File: src/sv/pia_pkg.sv
// Shared constants, types and helper functions for the ARGB4444 palette indexer.
package pia_pkg;

   // Number of palette slots, one cell of the match chain per slot.
   localparam int MAX_COLORS = 16;
   // Width of a palette index and of the entry counter.
   localparam int IDX_W = 4;
   localparam int CNT_W = 5;
   localparam int PIX_W = 32;
   localparam int ARGB_W = 16;
   localparam int BYTE_W = 8;

   // Reset value of the palette limit register.
   localparam logic [CNT_W-1:0] LIMIT_RESET = CNT_W'(16);
   localparam logic [CNT_W-1:0] MAX_COUNT = CNT_W'(MAX_COLORS);

   // Token that walks down the chain of match cells with one request.
   typedef struct packed {
      logic             valid;
      logic             first;
      logic [PIX_W-1:0] pixel;
      logic [CNT_W-1:0] count;
      logic [CNT_W-1:0] limit;
      logic             found;
      logic [IDX_W-1:0] idx;
      logic             is_new;
   } token_type;

   // Top nibble of each 8-bit channel, arranged as alpha, red, green, blue.
   function automatic logic [ARGB_W-1:0] to_argb4444(input logic [PIX_W-1:0] p);
      to_argb4444 = {p[31:28], p[7:4], p[15:12], p[23:20]};
   endfunction

endpackage

File: src/sv/pia_if.sv
// Request and response channel interfaces of the palette indexer.
interface pia_req_if;
   logic        valid;
   logic        ready;
   logic        first_pixel;
   logic [31:0] pixel_word;

   modport source (output valid, output first_pixel, output pixel_word, input ready);
   modport sink (input valid, input first_pixel, input pixel_word, output ready);
endinterface

interface pia_rsp_if;
   logic        valid;
   logic        ready;
   logic [3:0]  color_index;
   logic        new_color;
   logic [15:0] argb4444;
   logic        overflow;
   logic [7:0]  packed_byte;
   logic        byte_ready;

   modport source (output valid, output color_index, output new_color, output argb4444,
                   output overflow, output packed_byte, output byte_ready, input ready);
   modport sink (input valid, input color_index, input new_color, input argb4444,
                 input overflow, input packed_byte, input byte_ready, output ready);
endinterface

File: src/sv/palette_indexer_argb4444_top.sv
// Top level of the exact-match 4-bit palette indexer with ARGB4444 output.
//
// Usage:
//   req_if carries one pixel per request: first_pixel and the 32-bit RGBA word
//   (red in the low byte, alpha in the top byte). first_pixel starts a new image
//   and clears the palette, the entry count, the nibble parity and the overflow flag.
//   rsp_if returns one response per request: the palette index, the new-entry flag
//   with its ARGB4444 word, the sticky overflow flag and the packed index byte, which
//   is complete on every odd pixel. csr_we/csr_wdata write the palette limit (reset
//   16, saturated at 16) while idle: a rule for the user, not enforced by the block.
//
// Timing:
//   A request walks a chain of 16 match cells, one cell per cycle while the chain
//   advances, and then lands in the response register. One request is in flight at a
//   time: req_if.ready stays low from acceptance until the response register has taken
//   the result. If the receiver stalls, the token waits at the chain tail until then.
//   Reset empties the chain and the response register and clears all image state.
module palette_indexer_argb4444_top (
   input  logic                      clock,
   input  logic                      reset,
   pia_req_if.sink                   req_if,
   pia_rsp_if.source                 rsp_if,
   input  logic                      csr_we,
   input  logic [pia_pkg::CNT_W-1:0] csr_wdata
);
   import pia_pkg::*;

   logic [CNT_W-1:0] limit_ff;
   logic [CNT_W-1:0] count_ff;
   logic [CNT_W-1:0] count_in;
   logic             parity_ff;
   logic [IDX_W-1:0] high_ff;
   logic             overflow_ff;
   logic             busy_ff;
   logic             rsp_valid_ff;

   logic [IDX_W-1:0]  rsp_idx_ff;
   logic              rsp_new_ff;
   logic [ARGB_W-1:0] rsp_argb_ff;
   logic              rsp_ovf_ff;
   logic [BYTE_W-1:0] rsp_byte_ff;
   logic              rsp_ready_ff;

   token_type        chain [0:MAX_COLORS];
   token_type        head;
   token_type        tail;
   logic             accept;
   logic             load;
   logic             advance;
   logic [CNT_W-1:0] eff_limit;

   logic             base_parity;
   logic [IDX_W-1:0] base_high;
   logic             base_ovf;
   logic [IDX_W-1:0] fin_idx;
   logic             fin_ovf;

   // Handshake and chain flow control.
   assign accept = req_if.valid && req_if.ready;
   assign req_if.ready = !busy_ff;
   assign tail = chain[MAX_COLORS];
   assign load = tail.valid && (!rsp_valid_ff || rsp_if.ready);
   assign advance = !tail.valid || load;

   // Effective limit saturates at the table size.
   assign eff_limit = (limit_ff > MAX_COUNT) ? MAX_COUNT : limit_ff;

   // Token injected into the first cell.
   always_comb begin
      head = '0;
      head.valid = accept;
      head.first = req_if.first_pixel;
      head.pixel = req_if.pixel_word;
      head.count = req_if.first_pixel ? '0 : count_ff;
      head.limit = eff_limit;
   end

   assign chain[0] = head;

   // Row of match cells.
   for (genvar i = 0; i < MAX_COLORS; i++) begin : g_cell
      pia_cell u_cell (
         .clock    (clock),
         .reset    (reset),
         .advance  (advance),
         .cell_idx (IDX_W'(i)),
         .tok_in   (chain[i]),
         .tok_out  (chain[i+1])
      );
   end

   // Result of the token at the tail, with first_pixel applied to the image state.
   assign base_parity = tail.first ? 1'b0 : parity_ff;
   assign base_high = tail.first ? '0 : high_ff;
   assign base_ovf = tail.first ? 1'b0 : overflow_ff;
   assign fin_idx = tail.found ? tail.idx : '0;
   assign fin_ovf = base_ovf || !tail.found;
   assign count_in = tail.is_new ? tail.count + CNT_W'(1) : tail.count;

   // Limit register.
   always_ff @(posedge clock) begin
      if (reset) begin
         limit_ff <= LIMIT_RESET;
      end else if (csr_we) begin
         limit_ff <= csr_wdata;
      end
   end

   // Busy set on accept; image state and busy updated as the response register loads.
   always_ff @(posedge clock) begin
      if (reset) begin
         count_ff <= '0;
         parity_ff <= 1'b0;
         high_ff <= '0;
         overflow_ff <= 1'b0;
         busy_ff <= 1'b0;
      end else begin
         if (accept) begin
            busy_ff <= 1'b1;
         end
         if (load) begin
            busy_ff <= 1'b0;
            count_ff <= count_in;
            parity_ff <= !base_parity;
            if (!base_parity) begin
               high_ff <= fin_idx;
            end else begin
               high_ff <= base_high;
            end
            overflow_ff <= fin_ovf;
         end
      end
   end

   // Response valid flag.
   always_ff @(posedge clock) begin
      if (reset) begin
         rsp_valid_ff <= 1'b0;
      end else if (load) begin
         rsp_valid_ff <= 1'b1;
      end else if (rsp_if.ready) begin
         rsp_valid_ff <= 1'b0;
      end
   end

   // Response payload.
   always_ff @(posedge clock) begin
      if (load) begin
         rsp_idx_ff <= fin_idx;
         rsp_new_ff <= tail.is_new;
         rsp_argb_ff <= tail.is_new ? to_argb4444(tail.pixel) : '0;
         rsp_ovf_ff <= fin_ovf;
         rsp_ready_ff <= base_parity;
         if (base_parity) begin
            rsp_byte_ff <= {base_high, fin_idx};
         end else begin
            rsp_byte_ff <= {fin_idx, {IDX_W{1'b0}}};
         end
      end
   end

   assign rsp_if.valid = rsp_valid_ff;
   assign rsp_if.color_index = rsp_idx_ff;
   assign rsp_if.new_color = rsp_new_ff;
   assign rsp_if.argb4444 = rsp_argb_ff;
   assign rsp_if.overflow = rsp_ovf_ff;
   assign rsp_if.packed_byte = rsp_byte_ff;
   assign rsp_if.byte_ready = rsp_ready_ff;

   // An idle block holds no token at the chain tail.
   a_idle_empty: assert property (@(posedge clock) disable iff (reset)
      !busy_ff |-> !tail.valid)
      else $error("token at chain tail while idle");

   // The entry count never exceeds the table size.
   a_count_bound: assert property (@(posedge clock) disable iff (reset)
      count_ff <= MAX_COUNT)
      else $error("palette count beyond table size");

   // An accepted request keeps the block busy in the next cycle.
   a_accept_busy: assert property (@(posedge clock) disable iff (reset)
      accept |=> busy_ff)
      else $error("request accepted without going busy");

   // A stalled tail token must not be overwritten by the chain.
   a_tail_hold: assert property (@(posedge clock) disable iff (reset)
      (tail.valid && !load) |=> (tail.valid && $stable(tail.pixel)))
      else $error("stalled tail token lost");

endmodule

File: src/sv/pia_cell.sv
// One palette slot: holds a stored color, matches or claims it, and forwards the token.
module pia_cell (
   input  logic                     clock,
   input  logic                     reset,
   input  logic                     advance,
   input  logic [pia_pkg::IDX_W-1:0] cell_idx,
   input  pia_pkg::token_type       tok_in,
   output pia_pkg::token_type       tok_out
);
   import pia_pkg::*;

   logic [PIX_W-1:0] entry_ff;
   token_type        token_ff;
   token_type        token_in;
   logic [CNT_W-1:0] my_slot;
   logic             hit;
   logic             claim;

   assign my_slot = {1'b0, cell_idx};

   // Slots below the count are live and are compared; the first free slot may be claimed.
   assign hit = tok_in.valid && !tok_in.found && (my_slot < tok_in.count)
                && (entry_ff == tok_in.pixel);
   assign claim = tok_in.valid && !tok_in.found && (my_slot == tok_in.count)
                  && (tok_in.count < tok_in.limit);

   always_comb begin
      token_in = tok_in;
      if (hit || claim) begin
         token_in.found = 1'b1;
         token_in.idx = cell_idx;
      end
      if (claim) begin
         token_in.is_new = 1'b1;
      end
   end

   // Stored color is written only when this slot is claimed.
   always_ff @(posedge clock) begin
      if (advance && claim) begin
         entry_ff <= tok_in.pixel;
      end
   end

   // Token register toward the next cell.
   always_ff @(posedge clock) begin
      if (reset) begin
         token_ff <= '0;
      end else if (advance) begin
         token_ff <= token_in;
      end
   end

   assign tok_out = token_ff;

endmodule

File: src/flat_wrapper.sv
// flat-port wrapper written by rule: the top's interface ports become plain ports
module palette_indexer_argb4444_top_flat import pia_pkg::*;
  (clock, reset, csr_we, csr_wdata, req_if_valid, req_if_first_pixel, req_if_pixel_word, req_if_ready, rsp_if_valid, rsp_if_color_index, rsp_if_new_color, rsp_if_argb4444, rsp_if_overflow, rsp_if_packed_byte, rsp_if_byte_ready, rsp_if_ready);
  pia_req_if req_if_i ();
  pia_rsp_if rsp_if_i ();
  input  logic clock;
  input  logic reset;
  input  logic csr_we;
  input  logic [pia_pkg::CNT_W-1:0] csr_wdata;
  input wire logic [$bits(req_if_i.valid)-1:0] req_if_valid;
  input wire logic [$bits(req_if_i.first_pixel)-1:0] req_if_first_pixel;
  input wire logic [$bits(req_if_i.pixel_word)-1:0] req_if_pixel_word;
  output wire logic [$bits(req_if_i.ready)-1:0] req_if_ready;
  output wire logic [$bits(rsp_if_i.valid)-1:0] rsp_if_valid;
  output wire logic [$bits(rsp_if_i.color_index)-1:0] rsp_if_color_index;
  output wire logic [$bits(rsp_if_i.new_color)-1:0] rsp_if_new_color;
  output wire logic [$bits(rsp_if_i.argb4444)-1:0] rsp_if_argb4444;
  output wire logic [$bits(rsp_if_i.overflow)-1:0] rsp_if_overflow;
  output wire logic [$bits(rsp_if_i.packed_byte)-1:0] rsp_if_packed_byte;
  output wire logic [$bits(rsp_if_i.byte_ready)-1:0] rsp_if_byte_ready;
  input wire logic [$bits(rsp_if_i.ready)-1:0] rsp_if_ready;
  assign req_if_i.valid = req_if_valid;
  assign req_if_i.first_pixel = req_if_first_pixel;
  assign req_if_i.pixel_word = req_if_pixel_word;
  assign req_if_ready = req_if_i.ready;
  assign rsp_if_valid = rsp_if_i.valid;
  assign rsp_if_color_index = rsp_if_i.color_index;
  assign rsp_if_new_color = rsp_if_i.new_color;
  assign rsp_if_argb4444 = rsp_if_i.argb4444;
  assign rsp_if_overflow = rsp_if_i.overflow;
  assign rsp_if_packed_byte = rsp_if_i.packed_byte;
  assign rsp_if_byte_ready = rsp_if_i.byte_ready;
  assign rsp_if_i.ready = rsp_if_ready;
  palette_indexer_argb4444_top u_core (.clock(clock), .reset(reset), .req_if(req_if_i), .rsp_if(rsp_if_i), .csr_we(csr_we), .csr_wdata(csr_wdata));
endmodule
File: config.mk
export PLATFORM = sky130hd
export DESIGN_NAME = palette_indexer_argb4444_top_flat
export DESIGN_NICKNAME = d
export VERILOG_FILES = /design/src/sv/pia_pkg.sv /design/src/sv/pia_if.sv /design/src/sv/palette_indexer_argb4444_top.sv /design/src/sv/pia_cell.sv /design/src/flat_wrapper.sv
export SDC_FILE = /design/constraint.sdc
export NUM_CORES = 2
export LEC_CHECK = 0
export ABC_AREA = 1
export ABC_CLOCK_PERIOD_IN_PS = 2800
export BUFFER_PORTS_ARGS = -buffer_cell sky130_fd_sc_hd__buf_2
export CORE_UTILIZATION = 40
export DETAILED_ROUTE_END_ITERATION = 10
export GPL_ROUTABILITY_DRIVEN = 1
export PLACE_DENSITY_LB_ADDON = 0.1
export SYNTH_ARGS = -nofsm -noshare
export SYNTH_HDL_FRONTEND = slang
export SYNTH_SLANG_ARGS = --single-unit
File: constraint.sdc
create_clock -name clock -period 2.8 [get_ports clock]
set_input_delay 0.28 -clock clock [delete_from_list [all_inputs] [get_ports clock]]
set_output_delay 0.28 -clock clock [all_outputs]
set_load 0.005 [all_outputs]
======== Yosys cells after proc, flatten, opt, wreduce, memory -nomap -nowiden ========
Index checks and enable logic that the tools add are counted.
operators by class
  add/sub/neg operators ................... 1
  magnitude comparators ................... 33
  equality and inequality tests ........... 31
  mux-type cells .......................... 43
  reductions and logical operators ........ 139
operators with widths
  cell                 number
  $eq 32x32->1         16
  $logic_and 1x1->1    97
  $mux 5               19
  $lt 5x5->1           16
  $eq 4x5->1 const A   8
  $lt 4x5->1 const A   8
  $eq 3x5->1 const A   4
  $logic_not 1->1      20
  $lt 3x5->1 const A   4
  $mux 1               20
  $logic_or 1x1->1     19
  $mux 4               3
  $eq 2x5->1 const A   2
  $lt 1x5->1 const A   2
  $lt 2x5->1 const A   2
  $mux 8               1
  $add 5x1->5 const B  1
  $eq 1x5->1 const A   1
  $gt 5x5->1 const B   1
  $logic_not 5->1      1
  $reduce_bool 2->1    1
  $reduce_or 2->1      1
storage, ports and cells
  bits in registers ....................... 1,356
  output and inout bits ................... 33

======== Depth between registers and ports, before layout ========
  depth after elaboration ................. 6
  mapped depth ............................ 12
  depth with buffers taken out ............ 12

======== Modules after synthesis ========
Synthesis repeated with hierarchy kept, for this count alone.
second synthesis, totals
  cells, all modules ...................... 6,635
  area, all modules ....................... 58,288.4 µm²
modules (own cells, without submodules)
  module                                  times used  cells each  area an instance (µm²)  sequential area each (µm²)
  pia_cell (u_core.g_cell[2].u_cell ...)  8           416         3,592.2                 1,961.9
  pia_cell (u_core.g_cell[0].u_cell ...)  8           386         3,439.5                 1,961.9
  palette_indexer_argb4444_top            1           219         2,034.5                 1,291.2

======== Worst setup path before layout ========
OpenSTA, ideal clock, no wires.
  path type ............................... register -> register
  start point ............................. register u_core.g_cell[6].u_cell.token_ff (netlist bit u_core.g_cell[6].u_cell.tok_out[7])
  end point ............................... register u_core.g_cell[7].u_cell.entry_ff[0] (enable)
  library setup time ...................... 0.421 ns
  arrival time ............................ 2.588 ns
  slack ................................... -0.210 ns
  cell stages (with the launch flop) ...... 8
  period minus slack after synthesis ...... 3.010 ns
  cell sequence ........................... dfxtp_1 inv_1 ha_1 o21a_1 o21a_1 o21ai_0 nand2_1 nor2_1
on the way
  longest elaborated chain between the ends .. 3
ends and longest elaborated chain
  item                    RTL line        source
  from (decl)             pia_cell.sv:13  token_type token_ff;
  from (signal assigned)  pia_cell.sv:50  token_ff <= token_in;
  $lt 5x5->1              pia_cell.sv:25  && (tok_in.count < tok_in.limit);
  $logic_and 1x1->1       pia_cell.sv:25
  $logic_and 1x1->1       pia_cell.sv:40  if (advance && claim) begin
  to (signal assigned)    pia_cell.sv:41  entry_ff <= tok_in.pixel;
  to (decl)               pia_cell.sv:12  logic [PIX_W-1:0] entry_ff;
No other way between the ends.
A chain may end at the register's enable or synchronous reset.

==> impl_metrics.csv <==
group,metric,value,unit
die,die_area,0.135,mm2
synth,synth.most_common_cell,"nand2_1",
min_path,hp-class,"input pin to flip-flop",
clocking,cts_tree,"yes",
global_route,grt_first_pass_wirelength,201,mm
timing,worst_slack,0.234,ns
clocking,path_clk_slew,0.06,ns
pwr,ir_drop,0.000594,V
die,num_rows,133,
synth,synthTopCellsByCount,"839 x nand2_1, 804 x o21ai_0, 781 x dfxtp_1, 728 x inv_1, 727 x nor2_1",
detailed_routing,routedWlPerCell,15.8,um
worst_setup_path,crit_fanout,48,
timing,post-route-min-period,2.57,ns
synth,synth_area_per_cell,9.08,um2
die,die_h,367,um
timing,setup_viol,0,
synth,synth_top_cell_by_area,"edfxtp_1",
synth,synth-simple-area-share,13.9,%
global_route,antenna_found_initial,2,
place,hpwl,83.3,mm
synth,yosysWarnings,0,
timing,tightest_slew,0.890,ns
detailed_routing,drt_iter0_drc,2465,
detailed_routing,viasPerCell,4.82,
synth,ys_types,38,
worst_setup_path,crit_path_start_kind,"input pin",
timing,setup_tns,0,ns
detailed_routing,drt-total-wl,124,mm
timing,period_share,91.6,%
synth,syn_nets,5979,
global_route,grt_max_degree,107,
synth,ys_seq_area_share,59.9,%
synth,synth.area.top_cells,"edfxtp_1 31%, dfxtp_1 29%, o21ai_0 7.5%, nand2_1 5.9%, a21oi_1 5.3%",
finish,nets,6067,
global_route,grt_pass1_vias,36800,
place,gp_congestion,0.784,
detailed_routing,drcViolationCount,0,
synth,async_flop_share,0,%
place,dp_slack,0.491,ns
timing,fmax,390,MHz
synth,ys_ff_latch,1324,
clocking,clockRootBuffer,"clkbuf_16",
flow_run,maxCapViolations,0,
finish,drive_gt1_share,6.95,%
worst_setup_path,path_class,"input pin to flip-flop",
clocking,cts_resized,0,
global_route,overflow,0,
detailed_routing,dr.pass1.iters,5,
timing,clock_skew,0.0284,ns
die,core_area,0.132,mm2
pwr,power_density,651,mW/mm2
die,boundaryPins,76,
pwr,p_leak,25.0,nW
synth,synth.area.mux_share,0,%
synth,synthCells,5871,
finish,syn_to_final_growth,14.3,%
clocking,clock_latency,0.79,ns
timing,finalHoldViolCount,0,
worst_setup_path,arrival,3.28,ns
clocking,cts.sinks,1324,
die,die_x,367,um
clocking,cts_buffer_depth,3,
die,start_util,40.5,%
detailed_routing,drtAntennaViolNets,0,
synth,synthXorXnorAreaFrac,3.94,%
synth,synth-edff-count,543,
synth,synth_top_family_by_area,"simple AND/OR/NAND/NOR gates",
detailed_routing,vias,37800,
clocking,numCtsBuffers,145,
worst_setup_path,end_kind,"flip-flop",
timing,grt_setup_unrepaired,"false",
finish,diodes,0,
timing,slew_headroom,40.6,%
synth,synthAdderAreaFrac,1.53,%
global_route,grt_usage,18.4,%
synth,synth_compound_area_share,13.5,%
synth,synth_area,0.0533,mm2
timing,slew_viol_final,0,
run_status,run_status,"finished, final reports clean",
worst_setup_path,crit_required,3.51,ns
synth,yosysTopAreaCellShare,30.6,%
synth,synthFlopType,"dfxtp_1",
place,port_buffers,75,
clocking,h-tree-depth,4,
cell usage in the layout, fill, tap and decap left out, types with 70 or more instances in the layout:
cell	instances
buf_2	74
nand2_1	839
o21ai_0	804
a21oi_1	564
dfxtp_1	781
inv_1	728
nand4_1	70
nand3_1	110
xnor2_1	180
nor2_1	715
clkbuf_16	149
edfxtp_1	543
registers in the layout, summed over array words and instances, names as in the netlist:
register / cells
u_core.rsp_if.argb4444: 16
u_core.rsp_if.packed_byte: 8
u_core.limit_ff: 5
u_core.overflow_ff: 1
u_core.rsp_if.byte_ready: 1
u_core.g_cell.u_cell.tok_out: 763
u_core.rsp_if.color_index: 4
u_core.g_cell.u_cell.entry_ff: 512
u_core.rsp_if.new_color: 1
u_core.rsp_if.overflow: 1
u_core.parity_ff: 1
u_core.rsp_if.valid: 1
u_core.count_ff: 5
u_core.busy_ff: 1
u_core.high_ff: 4
logic make-up after synthesis:
family | count (synthesis)
AOI/OAI and AO/OA | 1422
xor gates and xnor gates | 240
adders and majority gates | 65
buffers and inverters | 990
DFF | 1324
and+or+nand+nor | 1830
worst max-delay path: stages:
cell,delay [ns]
dlygate4sd3_1,0.59
buf_4,0.42
buf_4,0.64
a21oi_1,0.08
dlygate4sd3_1,0.61
o21ai_0,0.08
dlygate4sd3_1,0.56
final timing paths:
| kind | slack, ns | from | depth (start not counted) | end |
|---|---|---|---|---|
| worst min register to register | 0.43 | u_core.g_cell[7].u_cell.tok_out[45] | 0 | u_core.g_cell[8].u_cell.entry_ff[29] |
| worst max register to register | 0.47 | u_core.limit_ff[0] | 10 | u_core.g_cell[0].u_cell.entry_ff[13] |
| worst min-delay path | 0.24 | req_if_pixel_word[30] | 2 | u_core.g_cell[0].u_cell.entry_ff[30] |
| worst max-delay path | 0.23 | reset | 7 | u_core.limit_ff[4] |
per-stage QoR:
step	power [mW]	cells	hold WS [ns]	area, um2	utilization [%]
after floorplan	21.0	5871	0.379	53300	-
after global placement	21.3	7516	0.410	55700	42.3
after detailed placement	21.3	7516	0.413	55700	42.3
after CTS	40.2	7838	0.168	60900	46.2
after global routing	41.1	7838	0.210	60900	46.2
final	39.7	7838	0.237	60900	46.2
metal layers:
metal	global-route usage [%]	wire, um	vias up
met5	0	11	-
met1	25.0	59600	17800
met2	30.3	58600	383
li1	-	-	19500
met3	2.92	3710	158
met4	5.11	2230	2
area by class of cell:
class / instances / area, um2
Sequential cell: 1324 / 31900
Clock inverter: 53 / 472
Clock buffer: 218 / 4210
Multi-Input combinational cell: 3557 / 17600
Inverter: 731 / 2760
Timing Repair Buffer: 200 / 1780
Tap cell: 1755 / 2200
Fill cell: 12900 / 70900
what timing repair did:
item	in CTS	in global routing
endpoints found under the hold margin	94	0
hold buffers	51	0
buffers inserted	0	0
power breakdown:
part	total, mW	internal, mW	switching, mW
Combinational	0.731	0.280	0.451
Clock	18.7	10.9	7.83
Sequential	20.2	20.1	0.120
Note: power is estimated with default switching activity, not from simulation.
